## src/hw/rtl/ppwf_pkg.sv

```systemverilog
// Shared constants, types and the arctangent table for the waypoint follower.
// No dependencies.
`timescale 1ns / 1ps
package ppwf_pkg;

    localparam int MAX_WAYPOINTS = 16;
    localparam int WP_AW = (MAX_WAYPOINTS > 1) ? $clog2(MAX_WAYPOINTS) : 1;

    // CORDIC datapath widths
    localparam int CX_W = 28;
    localparam int CZ_W = 22;

    // angles in units of 2^-16 rad
    localparam logic signed [CZ_W-1:0] ANG_PI      = CZ_W'(205887);
    localparam logic signed [CZ_W-1:0] ANG_TWO_PI  = CZ_W'(411775);
    localparam logic signed [CZ_W-1:0] ANG_HALF_PI = CZ_W'(102944);
    localparam logic signed [CX_W-1:0] CORDIC_K    = CX_W'(10188012);

    localparam logic signed [17:0] PI_Q12 = 18'sd12868;
    localparam logic signed [14:0] W_MAX  = 15'sd12288;
    localparam logic signed [14:0] W_ONE  = 15'sd4096;

    // configuration register indexes
    localparam logic REG_GOAL_RADIUS = 1'b0;
    localparam logic REG_NUM_POINTS  = 1'b1;

    localparam logic [15:0] GOAL_RADIUS_RST = 16'd256;
    localparam logic [4:0]  NUM_POINTS_RST  = 5'd1;

    typedef struct packed {
        logic start;
        logic vectoring;
    } cordic_cmd_t;

    function automatic logic signed [CZ_W-1:0] atan_tab(input logic [3:0] i);
        logic signed [CZ_W-1:0] v;
        case (i)
            4'd0:    v = CZ_W'(51472);
            4'd1:    v = CZ_W'(30386);
            4'd2:    v = CZ_W'(16055);
            4'd3:    v = CZ_W'(8150);
            4'd4:    v = CZ_W'(4091);
            4'd5:    v = CZ_W'(2047);
            4'd6:    v = CZ_W'(1024);
            4'd7:    v = CZ_W'(512);
            4'd8:    v = CZ_W'(256);
            4'd9:    v = CZ_W'(128);
            4'd10:   v = CZ_W'(64);
            4'd11:   v = CZ_W'(32);
            4'd12:   v = CZ_W'(16);
            4'd13:   v = CZ_W'(8);
            4'd14:   v = CZ_W'(4);
            default: v = CZ_W'(2);
        endcase
        return v;
    endfunction

endpackage

```

## src/hw/rtl/ppwf_item_if.sv

```systemverilog
// Valid/ready channel interfaces for input items and results.
// No dependencies.
`timescale 1ns / 1ps
interface ppwf_item_if;
    logic               valid;
    logic               ready;
    logic               cmd;
    logic [3:0]         slot;
    logic signed [15:0] pos_x;
    logic signed [15:0] pos_y;
    logic signed [14:0] yaw;

    modport source (output valid, cmd, slot, pos_x, pos_y, yaw, input ready);
    modport sink   (input valid, cmd, slot, pos_x, pos_y, yaw, output ready);
endinterface

interface ppwf_result_if;
    logic               valid;
    logic               ready;
    logic [3:0]         target_index;
    logic signed [15:0] target_x;
    logic signed [15:0] target_y;
    logic               goal_reached;
    logic [16:0]        goal_distance;
    logic signed [14:0] angular_velocity;

    modport source (output valid, target_index, target_x, target_y, goal_reached,
                    goal_distance, angular_velocity, input ready);
    modport sink   (input valid, target_index, target_x, target_y, goal_reached,
                    goal_distance, angular_velocity, output ready);
endinterface

```

## src/hw/rtl/ppwf_ram.sv

```systemverilog
// Generic single-write, single-read RAM with registered read data.
// No dependencies.
`timescale 1ns / 1ps
module ppwf_ram #(
    parameter int WIDTH = 32,
    parameter int DEPTH = 16
) (
    input  logic                             clk,
    input  logic                             we,
    input  logic [$clog2(DEPTH > 1 ? DEPTH : 2)-1:0] waddr,
    input  logic [WIDTH-1:0]                 wdata,
    input  logic [$clog2(DEPTH > 1 ? DEPTH : 2)-1:0] raddr,
    output logic [WIDTH-1:0]                 rdata
);
    logic [WIDTH-1:0] mem [DEPTH];

    always_ff @(posedge clk)
    begin
        if (we)
        begin
            mem[waddr] <= wdata;
        end
        rdata <= mem[raddr];
    end
endmodule

```

## src/hw/rtl/ppwf_dist.sv

```systemverilog
// Distance unit: dx^2 + dy^2 on one multiplier, then a bit-pair integer square root.
// No dependencies; ppwf_pkg is not used - standalone.
`timescale 1ns / 1ps
module ppwf_dist (
    input  logic               clk,
    input  logic               rst_n,
    input  logic               start,
    input  logic signed [16:0] dx,
    input  logic signed [16:0] dy,
    output logic               done,
    output logic [16:0]        root
);
    localparam logic [2:0] PH_IDLE = 3'd0;
    localparam logic [2:0] PH_SQX  = 3'd1;
    localparam logic [2:0] PH_SQY  = 3'd2;
    localparam logic [2:0] PH_SUM  = 3'd3;
    localparam logic [2:0] PH_ROOT = 3'd4;

    logic [2:0]         ph_reg, ph_next;
    logic [4:0]         cnt_reg, cnt_next;
    logic signed [16:0] dx_reg, dx_next, dy_reg, dy_next;
    logic [33:0]        prod_reg, prod_next;
    logic [33:0]        acc_reg, acc_next;
    logic [19:0]        rem_reg, rem_next;
    logic [16:0]        root_reg, root_next;
    logic               done_reg, done_next;
    logic signed [16:0] mul_op;
    logic signed [33:0] mul_res;
    logic [19:0]        rem_t;
    logic [19:0]        trial;

    assign mul_op  = (ph_reg == PH_SQX) ? dx_reg : dy_reg;
    assign mul_res = mul_op * mul_op;
    assign rem_t   = {rem_reg[17:0], acc_reg[33:32]};
    assign trial   = {1'b0, root_reg, 2'b01};

    always_comb
    begin
        ph_next   = ph_reg;
        cnt_next  = cnt_reg;
        dx_next   = dx_reg;
        dy_next   = dy_reg;
        prod_next = prod_reg;
        acc_next  = acc_reg;
        rem_next  = rem_reg;
        root_next = root_reg;
        done_next = 1'b0;
        case (ph_reg)
            PH_IDLE:
            begin
                if (start)
                begin
                    dx_next = dx;
                    dy_next = dy;
                    ph_next = PH_SQX;
                end
            end
            PH_SQX:
            begin
                prod_next = 34'(unsigned'(mul_res));
                ph_next   = PH_SQY;
            end
            PH_SQY:
            begin
                acc_next  = prod_reg;
                prod_next = 34'(unsigned'(mul_res));
                ph_next   = PH_SUM;
            end
            PH_SUM:
            begin
                acc_next  = acc_reg + prod_reg;
                rem_next  = '0;
                root_next = '0;
                cnt_next  = '0;
                ph_next   = PH_ROOT;
            end
            PH_ROOT:
            begin
                acc_next = {acc_reg[31:0], 2'b00};
                if (rem_t >= trial)
                begin
                    rem_next  = rem_t - trial;
                    root_next = {root_reg[15:0], 1'b1};
                end
                else
                begin
                    rem_next  = rem_t;
                    root_next = {root_reg[15:0], 1'b0};
                end
                cnt_next = cnt_reg + 5'd1;
                if (cnt_reg == 5'd16)
                begin
                    done_next = 1'b1;
                    ph_next   = PH_IDLE;
                end
            end
            default:
            begin
                ph_next = PH_IDLE;
            end
        endcase
    end

    always_ff @(posedge clk or negedge rst_n)
    begin
        if (!rst_n)
        begin
            ph_reg   <= PH_IDLE;
            done_reg <= 1'b0;
        end
        else
        begin
            ph_reg   <= ph_next;
            done_reg <= done_next;
        end
    end

    always_ff @(posedge clk)
    begin
        cnt_reg  <= cnt_next;
        dx_reg   <= dx_next;
        dy_reg   <= dy_next;
        prod_reg <= prod_next;
        acc_reg  <= acc_next;
        rem_reg  <= rem_next;
        root_reg <= root_next;
    end

    assign done = done_reg;
    assign root = root_reg;
endmodule

```

## src/hw/rtl/ppwf_cordic.sv

```systemverilog
// Shared 16-step CORDIC, vectoring (atan2) or rotation (sine) mode.
// Depends on ppwf_pkg.
`timescale 1ns / 1ps
module ppwf_cordic (
    input  logic                              clk,
    input  logic                              rst_n,
    input  ppwf_pkg::cordic_cmd_t             cmd,
    input  logic signed [ppwf_pkg::CX_W-1:0]  x0,
    input  logic signed [ppwf_pkg::CX_W-1:0]  y0,
    input  logic signed [ppwf_pkg::CZ_W-1:0]  z0,
    output logic                              done,
    output logic signed [ppwf_pkg::CX_W-1:0]  y,
    output logic signed [ppwf_pkg::CZ_W-1:0]  z
);
    logic                             busy_reg, busy_next;
    logic                             done_reg, done_next;
    logic                             vec_reg, vec_next;
    logic [3:0]                       it_reg, it_next;
    logic signed [ppwf_pkg::CX_W-1:0] x_reg, x_next, y_reg, y_next;
    logic signed [ppwf_pkg::CZ_W-1:0] z_reg, z_next;
    logic signed [ppwf_pkg::CX_W-1:0] xs, ys;
    logic                             s;

    assign xs = x_reg >>> it_reg;
    assign ys = y_reg >>> it_reg;
    // s: vectoring with y > 0, or rotation with angle < 0
    assign s  = vec_reg ? (y_reg > 0) : z_reg[ppwf_pkg::CZ_W-1];

    always_comb
    begin
        busy_next = busy_reg;
        done_next = 1'b0;
        vec_next  = vec_reg;
        it_next   = it_reg;
        x_next    = x_reg;
        y_next    = y_reg;
        z_next    = z_reg;
        if (!busy_reg)
        begin
            if (cmd.start)
            begin
                busy_next = 1'b1;
                vec_next  = cmd.vectoring;
                it_next   = '0;
                x_next    = x0;
                y_next    = y0;
                z_next    = z0;
            end
        end
        else
        begin
            if (s)
            begin
                x_next = x_reg + ys;
                y_next = y_reg - xs;
                z_next = z_reg + ppwf_pkg::atan_tab(it_reg);
            end
            else
            begin
                x_next = x_reg - ys;
                y_next = y_reg + xs;
                z_next = z_reg - ppwf_pkg::atan_tab(it_reg);
            end
            it_next = it_reg + 4'd1;
            if (it_reg == 4'd15)
            begin
                busy_next = 1'b0;
                done_next = 1'b1;
            end
        end
    end

    always_ff @(posedge clk or negedge rst_n)
    begin
        if (!rst_n)
        begin
            busy_reg <= 1'b0;
            done_reg <= 1'b0;
        end
        else
        begin
            busy_reg <= busy_next;
            done_reg <= done_next;
        end
    end

    always_ff @(posedge clk)
    begin
        vec_reg <= vec_next;
        it_reg  <= it_next;
        x_reg   <= x_next;
        y_reg   <= y_next;
        z_reg   <= z_next;
    end

    assign done = done_reg;
    assign y    = y_reg;
    assign z    = z_reg;
endmodule

```

## src/hw/rtl/pure_pursuit_waypoint_follower_top.sv

```systemverilog
// Pure pursuit waypoint follower: waypoint table, distance unit, CORDIC, sequencer.
// A waypoint beat is written to the table when it is accepted. A pose beat runs two
// distance passes (each a table read, a start and the square-root run), then a
// table read, the atan2 start, the atan2 and sine CORDIC passes and the output load.
// One pose at a time: no beat is taken until the result is loaded, and the load
// waits while an earlier result is not yet taken. Reset clears index, reached flag and
// config to defaults; table contents are undefined until written.
`timescale 1ns / 1ps
module pure_pursuit_waypoint_follower_top (
    input  logic                 clk,
    input  logic                 rst_n,
    ppwf_item_if.sink            item,
    ppwf_result_if.source        result,
    input  logic                 cfg_we,
    input  logic                 cfg_index,
    input  logic [15:0]          cfg_data
);
    localparam int AW = ppwf_pkg::WP_AW;
    localparam int CX = ppwf_pkg::CX_W;
    localparam int CZ = ppwf_pkg::CZ_W;

    // sequencer states
    localparam logic [3:0] S_IDLE = 4'd0;
    localparam logic [3:0] S_RD1  = 4'd1;  // table read, current waypoint
    localparam logic [3:0] S_D1   = 4'd2;  // start near-check distance
    localparam logic [3:0] S_W1   = 4'd3;
    localparam logic [3:0] S_RD2  = 4'd4;  // table read, last waypoint
    localparam logic [3:0] S_D2   = 4'd5;
    localparam logic [3:0] S_W2   = 4'd6;
    localparam logic [3:0] S_RD3  = 4'd7;  // table read, followed waypoint
    localparam logic [3:0] S_AT   = 4'd8;  // start atan2
    localparam logic [3:0] S_WA   = 4'd9;
    localparam logic [3:0] S_WS   = 4'd10; // sine running
    localparam logic [3:0] S_OUT  = 4'd11;

    logic [3:0]  state_reg, state_next;
    logic [15:0] radius_reg;
    logic [4:0]  npts_reg;

    logic [AW-1:0] idx_reg, idx_next;
    logic [AW-1:0] last_reg, last_next;
    logic          flag_reg, flag_next;

    logic signed [15:0] px_reg, px_next, py_reg, py_next;
    logic signed [14:0] yaw_reg, yaw_next;
    logic signed [15:0] tx_reg, tx_next, ty_reg, ty_next;
    logic [16:0]        gdist_reg, gdist_next;
    logic signed [17:0] alpha_reg, alpha_next;
    logic signed [14:0] w_reg, w_next;

    logic               ov_reg, ov_next;
    logic [3:0]         o_idx_reg, o_idx_next;
    logic signed [15:0] o_tx_reg, o_tx_next, o_ty_reg, o_ty_next;
    logic               o_flag_reg, o_flag_next;
    logic [16:0]        o_dist_reg, o_dist_next;
    logic signed [14:0] o_w_reg, o_w_next;

    // waypoint table
    logic          ram_we;
    logic [AW-1:0] ram_raddr;
    logic [31:0]   ram_rdata;
    logic signed [15:0] wp_x, wp_y;

    // shared units
    logic               d_start, d_done;
    logic [16:0]        d_root;
    logic signed [16:0] d_dx, d_dy;
    ppwf_pkg::cordic_cmd_t c_cmd;
    logic signed [CX-1:0] c_x0, c_y0, c_y;
    logic signed [CZ-1:0] c_z0, c_z;
    logic                 c_done;

    logic item_acc;
    logic [10:0] n_eff;
    logic [AW-1:0] last_c;

    ppwf_ram #(
        .WIDTH(32),
        .DEPTH(ppwf_pkg::MAX_WAYPOINTS)
    ) u_table (
        .clk   (clk),
        .we    (ram_we),
        .waddr (AW'(item.slot)),
        .wdata ({item.pos_x, item.pos_y}),
        .raddr (ram_raddr),
        .rdata (ram_rdata)
    );

    ppwf_dist u_dist (
        .clk   (clk),
        .rst_n (rst_n),
        .start (d_start),
        .dx    (d_dx),
        .dy    (d_dy),
        .done  (d_done),
        .root  (d_root)
    );

    ppwf_cordic u_cordic (
        .clk   (clk),
        .rst_n (rst_n),
        .cmd   (c_cmd),
        .x0    (c_x0),
        .y0    (c_y0),
        .z0    (c_z0),
        .done  (c_done),
        .y     (c_y),
        .z     (c_z)
    );

    assign wp_x = ram_rdata[31:16];
    assign wp_y = ram_rdata[15:0];

    assign item.ready = (state_reg == S_IDLE);
    assign item_acc   = item.valid && item.ready;
    assign ram_we     = item_acc && !item.cmd && (int'(item.slot) < ppwf_pkg::MAX_WAYPOINTS);

    // waypoint count clamp: 0 acts as 1, above table depth acts as depth
    always_comb
    begin
        if (npts_reg == 5'd0)
        begin
            n_eff = 11'd1;
        end
        else if (int'(npts_reg) > ppwf_pkg::MAX_WAYPOINTS)
        begin
            n_eff = 11'(ppwf_pkg::MAX_WAYPOINTS);
        end
        else
        begin
            n_eff = 11'(npts_reg);
        end
    end
    assign last_c = AW'(n_eff - 11'd1);

    always_comb
    begin
        case (state_reg)
            S_RD2:   ram_raddr = last_reg;
            default: ram_raddr = idx_reg;
        endcase
    end

    // distance operands come straight off the table read
    assign d_dx    = 17'(wp_x) - 17'(px_reg);
    assign d_dy    = 17'(wp_y) - 17'(py_reg);
    assign d_start = (state_reg == S_D1) || (state_reg == S_D2);

    // CORDIC operand setup
    always_comb
    begin
        logic signed [CX-1:0] dx256, dy256;
        logic signed [CZ-1:0] slope_full, a, a1, a2;
        logic signed [17:0]   slope, alpha_c;
        dx256 = CX'(d_dx) <<< 8;
        dy256 = CX'(d_dy) <<< 8;
        slope_full = (c_z + CZ'(8)) >>> 4;
        slope      = 18'(slope_full);
        alpha_c    = slope - 18'(yaw_reg);
        a  = CZ'(alpha_c) <<< 4;
        a1 = a;
        if (a > ppwf_pkg::ANG_PI)
        begin
            a1 = a - ppwf_pkg::ANG_TWO_PI;
        end
        if (a1 < -ppwf_pkg::ANG_PI)
        begin
            a1 = a1 + ppwf_pkg::ANG_TWO_PI;
        end
        a2 = a1;
        if (a1 > ppwf_pkg::ANG_HALF_PI)
        begin
            a2 = ppwf_pkg::ANG_PI - a1;
        end
        if (a2 < -ppwf_pkg::ANG_HALF_PI)
        begin
            a2 = -ppwf_pkg::ANG_PI - a2;
        end
        alpha_next = alpha_reg;
        c_cmd.start     = 1'b0;
        c_cmd.vectoring = 1'b1;
        c_x0 = dx256;
        c_y0 = dy256;
        c_z0 = '0;
        if (state_reg == S_AT)
        begin
            c_cmd.start = 1'b1;
            if (d_dx < 0)
            begin
                if (d_dy >= 0)
                begin
                    c_x0 = dy256;
                    c_y0 = -dx256;
                    c_z0 = ppwf_pkg::ANG_HALF_PI;
                end
                else
                begin
                    c_x0 = -dy256;
                    c_y0 = dx256;
                    c_z0 = -ppwf_pkg::ANG_HALF_PI;
                end
            end
        end
        else if (state_reg == S_WA && c_done)
        begin
            c_cmd.start     = 1'b1;
            c_cmd.vectoring = 1'b0;
            c_x0 = ppwf_pkg::CORDIC_K;
            c_y0 = '0;
            c_z0 = a2;
            alpha_next = alpha_c;
        end
    end

    // steering rate from the sine result
    always_comb
    begin
        logic signed [CX-1:0] wf;
        logic signed [17:0]   mag, d;
        wf  = (c_y + CX'(1024)) >>> 11;
        mag = (alpha_reg < 0) ? -alpha_reg : alpha_reg;
        d   = mag - ppwf_pkg::PI_Q12;
        if (d >= -18'sd1 && d <= 18'sd1)
        begin
            w_next = ppwf_pkg::W_ONE;
        end
        else if (wf > CX'(ppwf_pkg::W_MAX))
        begin
            w_next = ppwf_pkg::W_MAX;
        end
        else if (wf < -CX'(ppwf_pkg::W_MAX))
        begin
            w_next = -ppwf_pkg::W_MAX;
        end
        else
        begin
            w_next = 15'(wf);
        end
    end

    // sequencer
    always_comb
    begin
        state_next = state_reg;
        idx_next   = idx_reg;
        last_next  = last_reg;
        flag_next  = flag_reg;
        px_next    = px_reg;
        py_next    = py_reg;
        yaw_next   = yaw_reg;
        tx_next    = tx_reg;
        ty_next    = ty_reg;
        gdist_next = gdist_reg;
        ov_next     = ov_reg && !result.ready;
        o_idx_next  = o_idx_reg;
        o_tx_next   = o_tx_reg;
        o_ty_next   = o_ty_reg;
        o_flag_next = o_flag_reg;
        o_dist_next = o_dist_reg;
        o_w_next    = o_w_reg;
        case (state_reg)
            S_IDLE:
            begin
                if (item_acc && item.cmd)
                begin
                    px_next   = item.pos_x;
                    py_next   = item.pos_y;
                    yaw_next  = item.yaw;
                    last_next = last_c;
                    // stale index after num_points was lowered
                    idx_next  = (idx_reg > last_c) ? last_c : idx_reg;
                    state_next = S_RD1;
                end
            end
            S_RD1: state_next = S_D1;
            S_D1:  state_next = S_W1;
            S_W1:
            begin
                if (d_done)
                begin
                    if (d_root <= {1'b0, radius_reg})
                    begin
                        if (idx_reg < last_reg)
                        begin
                            idx_next  = idx_reg + AW'(1);
                            flag_next = ((idx_reg + AW'(1)) == last_reg);
                        end
                        else
                        begin
                            flag_next = 1'b1;
                        end
                    end
                    state_next = S_RD2;
                end
            end
            S_RD2: state_next = S_D2;
            S_D2:  state_next = S_W2;
            S_W2:
            begin
                if (d_done)
                begin
                    gdist_next = d_root;
                    state_next = S_RD3;
                end
            end
            S_RD3: state_next = S_AT;
            S_AT:
            begin
                tx_next    = wp_x;
                ty_next    = wp_y;
                state_next = S_WA;
            end
            S_WA:
            begin
                if (c_done)
                begin
                    state_next = S_WS;
                end
            end
            S_WS:
            begin
                if (c_done)
                begin
                    state_next = S_OUT;
                end
            end
            S_OUT:
            begin
                if (!ov_reg || result.ready)
                begin
                    ov_next     = 1'b1;
                    o_idx_next  = 4'(idx_reg);
                    o_tx_next   = tx_reg;
                    o_ty_next   = ty_reg;
                    o_flag_next = flag_reg;
                    o_dist_next = gdist_reg;
                    o_w_next    = w_reg;
                    state_next  = S_IDLE;
                end
            end
            default: state_next = S_IDLE;
        endcase
    end

    always_ff @(posedge clk or negedge rst_n)
    begin
        if (!rst_n)
        begin
            state_reg  <= S_IDLE;
            idx_reg    <= '0;
            flag_reg   <= 1'b0;
            ov_reg     <= 1'b0;
            radius_reg <= ppwf_pkg::GOAL_RADIUS_RST;
            npts_reg   <= ppwf_pkg::NUM_POINTS_RST;
        end
        else
        begin
            state_reg <= state_next;
            idx_reg   <= idx_next;
            flag_reg  <= flag_next;
            ov_reg    <= ov_next;
            if (cfg_we)
            begin
                case (cfg_index)
                    ppwf_pkg::REG_GOAL_RADIUS: radius_reg <= cfg_data;
                    ppwf_pkg::REG_NUM_POINTS:  npts_reg   <= cfg_data[4:0];
                    default: ;
                endcase
            end
        end
    end

    always_ff @(posedge clk)
    begin
        last_reg   <= last_next;
        px_reg     <= px_next;
        py_reg     <= py_next;
        yaw_reg    <= yaw_next;
        tx_reg     <= tx_next;
        ty_reg     <= ty_next;
        gdist_reg  <= gdist_next;
        alpha_reg  <= alpha_next;
        if (state_reg == S_WS && c_done)
        begin
            w_reg <= w_next;
        end
        o_idx_reg  <= o_idx_next;
        o_tx_reg   <= o_tx_next;
        o_ty_reg   <= o_ty_next;
        o_flag_reg <= o_flag_next;
        o_dist_reg <= o_dist_next;
        o_w_reg    <= o_w_next;
    end

    assign result.valid            = ov_reg;
    assign result.target_index     = o_idx_reg;
    assign result.target_x         = o_tx_reg;
    assign result.target_y         = o_ty_reg;
    assign result.goal_reached     = o_flag_reg;
    assign result.goal_distance    = o_dist_reg;
    assign result.angular_velocity = o_w_reg;
endmodule
```

## src/flat_wrapper.sv

```systemverilog
// flat-port wrapper written by rule: the top's interface ports become plain ports
module pure_pursuit_waypoint_follower_top_flat 
  (clk, rst_n, cfg_we, cfg_index, cfg_data, item_valid, item_cmd, item_slot, item_pos_x, item_pos_y, item_yaw, item_ready, result_valid, result_target_index, result_target_x, result_target_y, result_goal_reached, result_goal_distance, result_angular_velocity, result_ready);
  ppwf_item_if item_i ();
  ppwf_result_if result_i ();
  input  logic clk;
  input  logic rst_n;
  input  logic cfg_we;
  input  logic cfg_index;
  input  logic [15:0] cfg_data;
  input wire logic [$bits(item_i.valid)-1:0] item_valid;
  input wire logic [$bits(item_i.cmd)-1:0] item_cmd;
  input wire logic [$bits(item_i.slot)-1:0] item_slot;
  input wire logic [$bits(item_i.pos_x)-1:0] item_pos_x;
  input wire logic [$bits(item_i.pos_y)-1:0] item_pos_y;
  input wire logic [$bits(item_i.yaw)-1:0] item_yaw;
  output wire logic [$bits(item_i.ready)-1:0] item_ready;
  output wire logic [$bits(result_i.valid)-1:0] result_valid;
  output wire logic [$bits(result_i.target_index)-1:0] result_target_index;
  output wire logic [$bits(result_i.target_x)-1:0] result_target_x;
  output wire logic [$bits(result_i.target_y)-1:0] result_target_y;
  output wire logic [$bits(result_i.goal_reached)-1:0] result_goal_reached;
  output wire logic [$bits(result_i.goal_distance)-1:0] result_goal_distance;
  output wire logic [$bits(result_i.angular_velocity)-1:0] result_angular_velocity;
  input wire logic [$bits(result_i.ready)-1:0] result_ready;
  assign item_i.valid = item_valid;
  assign item_i.cmd = item_cmd;
  assign item_i.slot = item_slot;
  assign item_i.pos_x = item_pos_x;
  assign item_i.pos_y = item_pos_y;
  assign item_i.yaw = item_yaw;
  assign item_ready = item_i.ready;
  assign result_valid = result_i.valid;
  assign result_target_index = result_i.target_index;
  assign result_target_x = result_i.target_x;
  assign result_target_y = result_i.target_y;
  assign result_goal_reached = result_i.goal_reached;
  assign result_goal_distance = result_i.goal_distance;
  assign result_angular_velocity = result_i.angular_velocity;
  assign result_i.ready = result_ready;
  pure_pursuit_waypoint_follower_top u_core (.clk(clk), .rst_n(rst_n), .item(item_i), .result(result_i), .cfg_we(cfg_we), .cfg_index(cfg_index), .cfg_data(cfg_data));
endmodule
```

## config.mk

```make
export PLATFORM = sky130hd
export DESIGN_NAME = pure_pursuit_waypoint_follower_top_flat
export DESIGN_NICKNAME = d
export VERILOG_FILES = /design/src/hw/rtl/ppwf_pkg.sv /design/src/hw/rtl/ppwf_item_if.sv /design/src/hw/rtl/ppwf_ram.sv /design/src/hw/rtl/ppwf_dist.sv /design/src/hw/rtl/ppwf_cordic.sv /design/src/hw/rtl/pure_pursuit_waypoint_follower_top.sv /design/src/flat_wrapper.sv
export SDC_FILE = /design/constraint.sdc
export NUM_CORES = 2
export LEC_CHECK = 0
export ABC_AREA = 1
export ABC_CLOCK_PERIOD_IN_PS = 10450
export BUFFER_PORTS_ARGS = -buffer_cell sky130_fd_sc_hd__buf_4
export CORE_UTILIZATION = 64
export DETAILED_ROUTE_END_ITERATION = 16
export GPL_ROUTABILITY_DRIVEN = 0
export HOLD_SLACK_MARGIN = 0.03
export PLACE_DENSITY = 0.86
export SYNTH_ARGS = -nofsm -noshare
export SYNTH_HDL_FRONTEND = slang
export SYNTH_SLANG_ARGS = --single-unit
```

## constraint.sdc

```tcl
create_clock -name clk -period 10.45 [get_ports clk]
set_input_delay 0 -clock clk [delete_from_list [all_inputs] [get_ports clk]]
set_output_delay 0 -clock clk [all_outputs]
set_load 0.02 [all_outputs]
```

==> flow_metrics.env <==
export IMPL_use_met1=0.4524
export IMPL_die_width_um=319.4
export IMPL_crit_required_ns=10.90
export IMPL_met2_usage=0.5500
export IMPL_path_max_fanout=29
export IMPL_ys_seq_area_frac=0.4663
export IMPL_rows=116
export IMPL_finalWirelength_mm=178.0
export IMPL_cp_num_cells=35
export IMPL_die_height_um=319.4
export IMPL_critPathBufInv=3
export IMPL_cts_tree="done"
export IMPL_cts_resized_gates=0
export IMPL_yosys_cell_types_count=65
export IMPL_criticalPathCategory="reg -> reg"
export IMPL_grt_max_degree=95
export IMPL_critPathLaunch="u_core.u_dist.ph_reg[2]"
export IMPL_clk_latency_ns=0.74
export IMPL_grtUsageTotal=0.3450
export IMPL_drtIter0Drc=7424
export IMPL_syn_nets=7563
export IMPL_setup_tns_ns=0
export IMPL_syn_area_per_cell_um2=9.334
export IMPL_drv_slew=0
export IMPL_synth_fa_ha_area_frac=0.1455
export IMPL_muxShareOfSynthArea=0.002951
export IMPL_synthFlopType="edfxtp_1"
export IMPL_met3_usage=0.06617
export IMPL_ios=145
export IMPL_arrival_ns=9.76
export IMPL_area_growth_pct=10.95
export IMPL_cp_endpoint="u_core.u_dist.prod_reg[32]"
export IMPL_core_mm2=0.1000
export IMPL_numCtsBuffers=102
export IMPL_syn_cell_area_mm2=0.06445
export IMPL_outcome="finished, final reports clean"
export IMPL_grt_pass1_wl_mm=276.2
export IMPL_start_util=0.6445
export IMPL_final_cell_mix="1,117 x nand2_1, 946 x inv_1, 938 x edfxtp_1"
export IMPL_rsz0062_at_grt="false"
export IMPL_layout_commonest_cell="nand2_1"
export IMPL_synth_edff_count=938
export IMPL_reg2reg_depth=35
export IMPL_crit_family="adder cells"
export IMPL_ff2ff_setup_slack_ns=1.14
export IMPL_path_common_cell="nand2_1"
export IMPL_grt_pass1_vias=51260
export IMPL_ys_async_sr_fraction=0.03617
export IMPL_drive_gt1_frac=0.07425
export IMPL_end_kind="register"
export IMPL_synth_top_family_by_area="simple AND/OR/NAND/NOR gates"
export IMPL_fin_crit_sh=0.8906
export IMPL_relSlewSlack=0.1050
export IMPL_fillers=6515
export IMPL_synth_compound_area_share=0.1199
export IMPL_synth_yosys_warnings=0
export IMPL_cts_path_max_buffers=3
export IMPL_hold_path_class="in -> reg"
export IMPL_top_usage_layer="met2"
export IMPL_vias=52810
export IMPL_post_cts_buffers=0
export IMPL_dieArea_mm2=0.1020
export IMPL_portBuffers=144
export IMPL_synth_xor_xnor_area_share=0.03547
export IMPL_hold_viol_final=0
export IMPL_ys_ff_latch=1023
export IMPL_clock_sinks=1023
export IMPL_crit_slowest_cell="o21ai_1"
export IMPL_period_minus_slack_ns=9.306
export IMPL_cts_htree_levels=3
export IMPL_startpoint_type="register"
export IMPL_timing_rr_end="u_core.u_dist.prod_reg[32]"
export IMPL_drv_cap=0
export IMPL_antenna_found_initial=5
export IMPL_final_nets=7734
export IMPL_cts_root_buf="clkbuf_16"
export IMPL_syn_instance_count=6905
export IMPL_dp_hpwl_mm=116.2
export IMPL_finalClockSkew_ns=0.04134
export IMPL_fmax_mhz=107.5
export IMPL_worstMarginPinSlew_ns=1.338
export IMPL_ant_nets=0
export IMPL_avgViaCountPerCell=6.238
export IMPL_r2r_start="u_core.u_dist.ph_reg[2]"
export IMPL_drc=0
export IMPL_wl_per_cell_um=21.03
export IMPL_clkTransAtPathRegs_ns=0.07
export IMPL_finalSetupViolations=0
export IMPL_synth_simple_area_share=0.1579
export IMPL_largest_register_ffs=512
export IMPL_dr_pass1_iters=9
export IMPL_overflow=0
export IMPL_critical_path_max_stage_delay_ns=0.78
export IMPL_whs_ns=0.1050
[routing by layer]
| metal | up-vias | part of all wire | wire length (µm) |
|---|---|---|---|
| met5 | - | 0.00015 | 27 |
| met4 | 4 | 0.053 | 9452 |
| met3 | 698 | 0.12 | 21550 |
| met2 | 3751 | 0.46 | 82200 |
| met1 | 24710 | 0.36 | 64800 |
| li1 | 23640 | - | - |
[Yosys cell counts, types with 50 or more instances]
cell type  instances  area [µm²]
fa_1             276        5525
clkbuf_1         209       784.5
xnor2_1           72       630.6
nor3_1            83       415.4
ha_1             308        3854
inv_1            948        3558
nand2_1         1117        4193
a21oi_1          340        1702
nand4_1           50       312.8
edfxtp_1         938       28170
nor2_1           803        3014
nand3_1          274        1371
xor2_1           189        1655
o21ai_0          630        3153
o221ai_1         110       963.4
o211ai_1          85       638.1
[area by class of cell]
type	instances	area, µm²	share of cell area
Sequential cell	1023	30060	0.4203
Multi-Input combinational cell	4663	29980	0.4192
Inverter	981	3691	0.05162
Clock buffer	147	3017	0.04218
Timing Repair Buffer	305	2535	0.03545
Tap cell	1298	1624	0.02271
Clock inverter	46	605.6	0.008469
Antenna cell	2	5.005	0.00006999
[worst min path at each step]
stage	slack, ns	start	end	cells past startpoint
2_1_floorplan	-0.30	rst_n	u_core.flag_reg	0
3_3_place_gp	0.03	rst_n	u_core.radius_reg[14]	1
3_5_place_dp	0.02	rst_n	u_core.radius_reg[12]	1
4_1_cts	0.07	cfg_data[11]	u_core.radius_reg[11]	4
5_1_grt	0.13	item_valid	u_core.last_reg[2]	2
6_report	0.11	item_valid	u_core.last_reg[2]	2
[what timing repair did]
item                       CTS  global route
hold endpoints to repair   636             0
hold buffers                94             0
setup endpoints to repair    0             0
[metrics by stage]
stage,instances,utilization,instance area (µm²),setup WS (ns)
final,8465,0.7151,71510,1.144
after global routing,8464,0.7151,71510,0.5908
after CTS,8463,0.7150,71500,1.288
after detailed placement,8176,0.6693,66930,1.381
after global placement,8176,0.6693,66930,1.595
after floorplan,6905,-,64450,2.681
[cells by family (layout without fill, tap and decap cells)]
| group | count (synthesis) | after routing |
|---|---|---|
| DFF | 1023 | 1023 |
| buffers and inverters | 1219 | 1479 |
| other | 0 | 2 |
| adders and majority gates | 584 | 584 |
| and+or+nand+nor | 2452 | 2452 |
| xor gates and xnor gates | 261 | 261 |
| AOI/OAI and AO/OA | 1347 | 1347 |
| muxes | 19 | 19 |
Power is left out: the tool's default activity adds up to more than one toggle a clock period on the data nets, which glitch-free logic cannot reach.
